[src/rtl/core/pime_ram.sv]
// Generic simple dual-port RAM with registered read and read enable.
`default_nettype none

module pime_ram #(
  parameter int WIDTH = 8,
  parameter int DEPTH = 16
) (
  input  wire logic                     clk,
  input  wire logic                     we,
  input  wire logic [$clog2(DEPTH)-1:0] waddr,
  input  wire logic [WIDTH-1:0]         wdata,
  input  wire logic                     re,
  input  wire logic [$clog2(DEPTH)-1:0] raddr,
  output logic      [WIDTH-1:0]         rdata
);

  logic [WIDTH-1:0] mem [DEPTH];

  always_ff @(posedge clk) begin
    if (we) begin
      mem[waddr] <= wdata;
    end
    if (re) begin
      rdata <= mem[raddr];
    end
  end

endmodule

`default_nettype wire

[config.mk]
export PLATFORM = sky130hd
export DESIGN_NAME = pime_ram
export DESIGN_NICKNAME = d
export VERILOG_FILES = /design/src/rtl/core/pime_ram.sv
export SDC_FILE = /design/constraint.sdc
export NUM_CORES = 1
export LEC_CHECK = 0
export BUFFER_PORTS_ARGS = -buffer_cell sky130_fd_sc_hd__buf_2
export CORE_ASPECT_RATIO = 1.75
export CORE_MARGIN = 2
export CORE_UTILIZATION = 46
export CTS_BUF_LIST = sky130_fd_sc_hd__clkbuf_8 sky130_fd_sc_hd__clkbuf_16
export DETAILED_ROUTE_END_ITERATION = 7
export GPL_TIMING_DRIVEN = 0
export SLEW_MARGIN = 20
export SYNTH_ARGS = -nofsm -noshare
export SYNTH_HDL_FRONTEND = slang
export SYNTH_SLANG_ARGS = --single-unit
[constraint.sdc]
create_clock -name clk -period 2.05 [get_ports clk]
set_input_delay 0.205 -clock clk [delete_from_list [all_inputs] [get_ports clk]]
set_output_delay 0.205 -clock clk [all_outputs]
set_load 0.02 [all_outputs]
==> run metrics <==
vias per std cell 5.71; crit path DAT 1730 ps; Crit path required time 2200 ps; Post-Syn Nets 248; power per cell area 1040 nW/um2; Fillers 867; leading area contributor after synthesis edfxtp_1; ant diodes 0; CTS tree done; Skew-Pair Late Insertion Delay 410 ps; core area 11100 um2; Starting Density 47.1%; dpl hpwl 6.49 mm; worst slew pin tran 841 ps; # hold bufs at CTS 0; drt total wl 10.1 mm; clock-pin slew on the worst setup and hold paths 60 ps; peak supply drop 0.672 mV; Routed WL per cell 24.1 um; worst-path fanout max 1; drt pass-1 iters 4; Syn Std Cell Area 5230 um2; vias in the first global route 2413; count of cell types in the netlist 18; RSZ-0062 raised after global routing false; DRC Markers 0; Critical Path End Type register; most frequent cell after synthesis edfxtp_1; largest net degree at the start of global routing 17; synthesized instance count 229; Top FF cell, synth edfxtp_1; Rows 51; GRT Residual Overflow 0; Pins Over Slew Limit 0; # H-tree levels 4; CTS Sinks 136; Die Height 145 um; WS Path Type register to register; Resize count post-CTS 0; Final Critical Period 1580 ps; detailed-route via count 2388; hold slack final 144 ps; placed cells 386; Tightest Hold Check Type input pin to register; Post-synth EDFFs 136; post-synth top area share 78.1%; GRT Util Overall 17.5%; Root Buffer Master clkbuf_16; initial antenna violation count 0; FMAX 631 MHz; post-CTS setup buffers 0; Detail Route Antenna Nets 0; Fin Clk Skew 7.90 ps; share of layout cells above drive strength 1 28.3%; max-cap violation count 0; Die ar. 12300 um2; Final setup violation count 0; footprint of the multi-input gates 1080 um2; CP Launch Type register; Rel. slew slack 43.7%; final hold vios 0; Pleak 2.04 nW; FF+latch area 4080 um2; Syn Area/Cell 22.8 um2; Seq/Total Area, Yosys 78.1%; routability cong. 0.797; IO Pins 27; final worst-path cycle share 77.3%; global-route wire length before repair 14.8 mm; CTS buffer count 17; Synth warnings 0; FF+latch count, synth 136; top post-synthesis cells by area edfxtp_1, mux4_2, mux4_1; status finished, final reports clean; Layout Nets 292; FFs w/ async S/R, synth 0%; Iter 0 DRT Violations 107; final non-filler cell total 418; Post-synth top cells edfxtp_1, mux4_2, a22oi_1, mux4_1, nor2_1; Port Buffers 25; Die Wd 84.6 um; Layout area overhead 16.8%; clk buf depth 2
cell type report:
cell class                 count  share of cell area [%]
buffer                        10                    1.41
clock buffer                  17                    6.97
clock inverter                15                    2.36
multi-input combinational     83                    17.6
sequential                   136                    66.9
tap                          132                    2.70
timing repair buffer          25                    2.05
critical path: stages (launching register included):
cell	delay, ps
edfxtp_1	350
mux4_1	570
a22oi_1	300
nand2_1	110
path summary, 6_finish.rpt:
| kind | startpoint | end | slack [ps] | depth (start not counted) |
|---|---|---|---|---|
| max | mem[1][2] | rdata[2] | 470 | 3 |
| min | re | rdata[0] | 140 | 1 |
| max reg2reg | mem[1][2] | rdata[2] | 470 | 3 |
| min reg2reg | mem[14][4] | rdata[4] | 780 | 3 |
logic make-up after synthesis:
family	synth area share, %
DFF	78.1
muxes	14.8
and+or+nand+nor	3.14
AOI/OAI and AO/OA	2.30
buffers and inverters	1.65
where the power goes:
group / total [mW] / switching, mW / internal, mW
clock: 2.90 / 1.03 / 1.87
combinational: 0.314 / 0.193 / 0.122
sequential: 3.15 / 0.0122 / 3.14
sequential cells by signal (all words and copies together), names as in the netlist:
register  flops
rdata         8
mem         128
per-layer routing:
| metal | vias up | part of all wire (%) | GRT usage, % | wire length, um |
|---|---|---|---|---|
| met5 | - | 0 | 0 | 0 |
| met4 | 0 | 0.76 | 5.24 | 76 |
| met3 | 5 | 3.7 | 5.12 | 373 |
| met2 | 68 | 56 | 29.6 | 5610 |
| met1 | 1244 | 40 | 21.7 | 4000 |
| li1 | 1071 | - | - | - |
cells in the final DEF (no fill, tap or decap):
cell type and count:
clkinv_2 1, inv_1 3, and2b_1 1, clkinv_1 6
nand3_1 1, nand2_1 9, nand2b_1 2, nor2_1 13
a22oi_1 16, buf_6 3, mux4_2 18, clkbuf_16 17
buf_4 1, nand3b_1 2, buf_2 28, nor2b_1 1
clkdlybuf4s25_2 3, edfxtp_1 136, or3b_2 1, bufinv_16 3
nor3_2 4, and2_1 1, mux4_1 14, clkinvlp_4 2
per-stage QoR:
stage	total power [mW]	setup WS [ps]	utilization (%)	setup TNS (ps)	cell area, um2
after detailed placement	3.52	187	49.9	0	5540
after global placement	3.51	-259	49.7	-2070	5520
after global routing	6.53	398	55.0	0	6110
after CTS	6.40	456	55.0	0	6110
final	6.36	465	55.0	0	6110
after floorplan	3.38	352	-	0	5230
No activity file was read; power rests on OpenSTA's default activity.
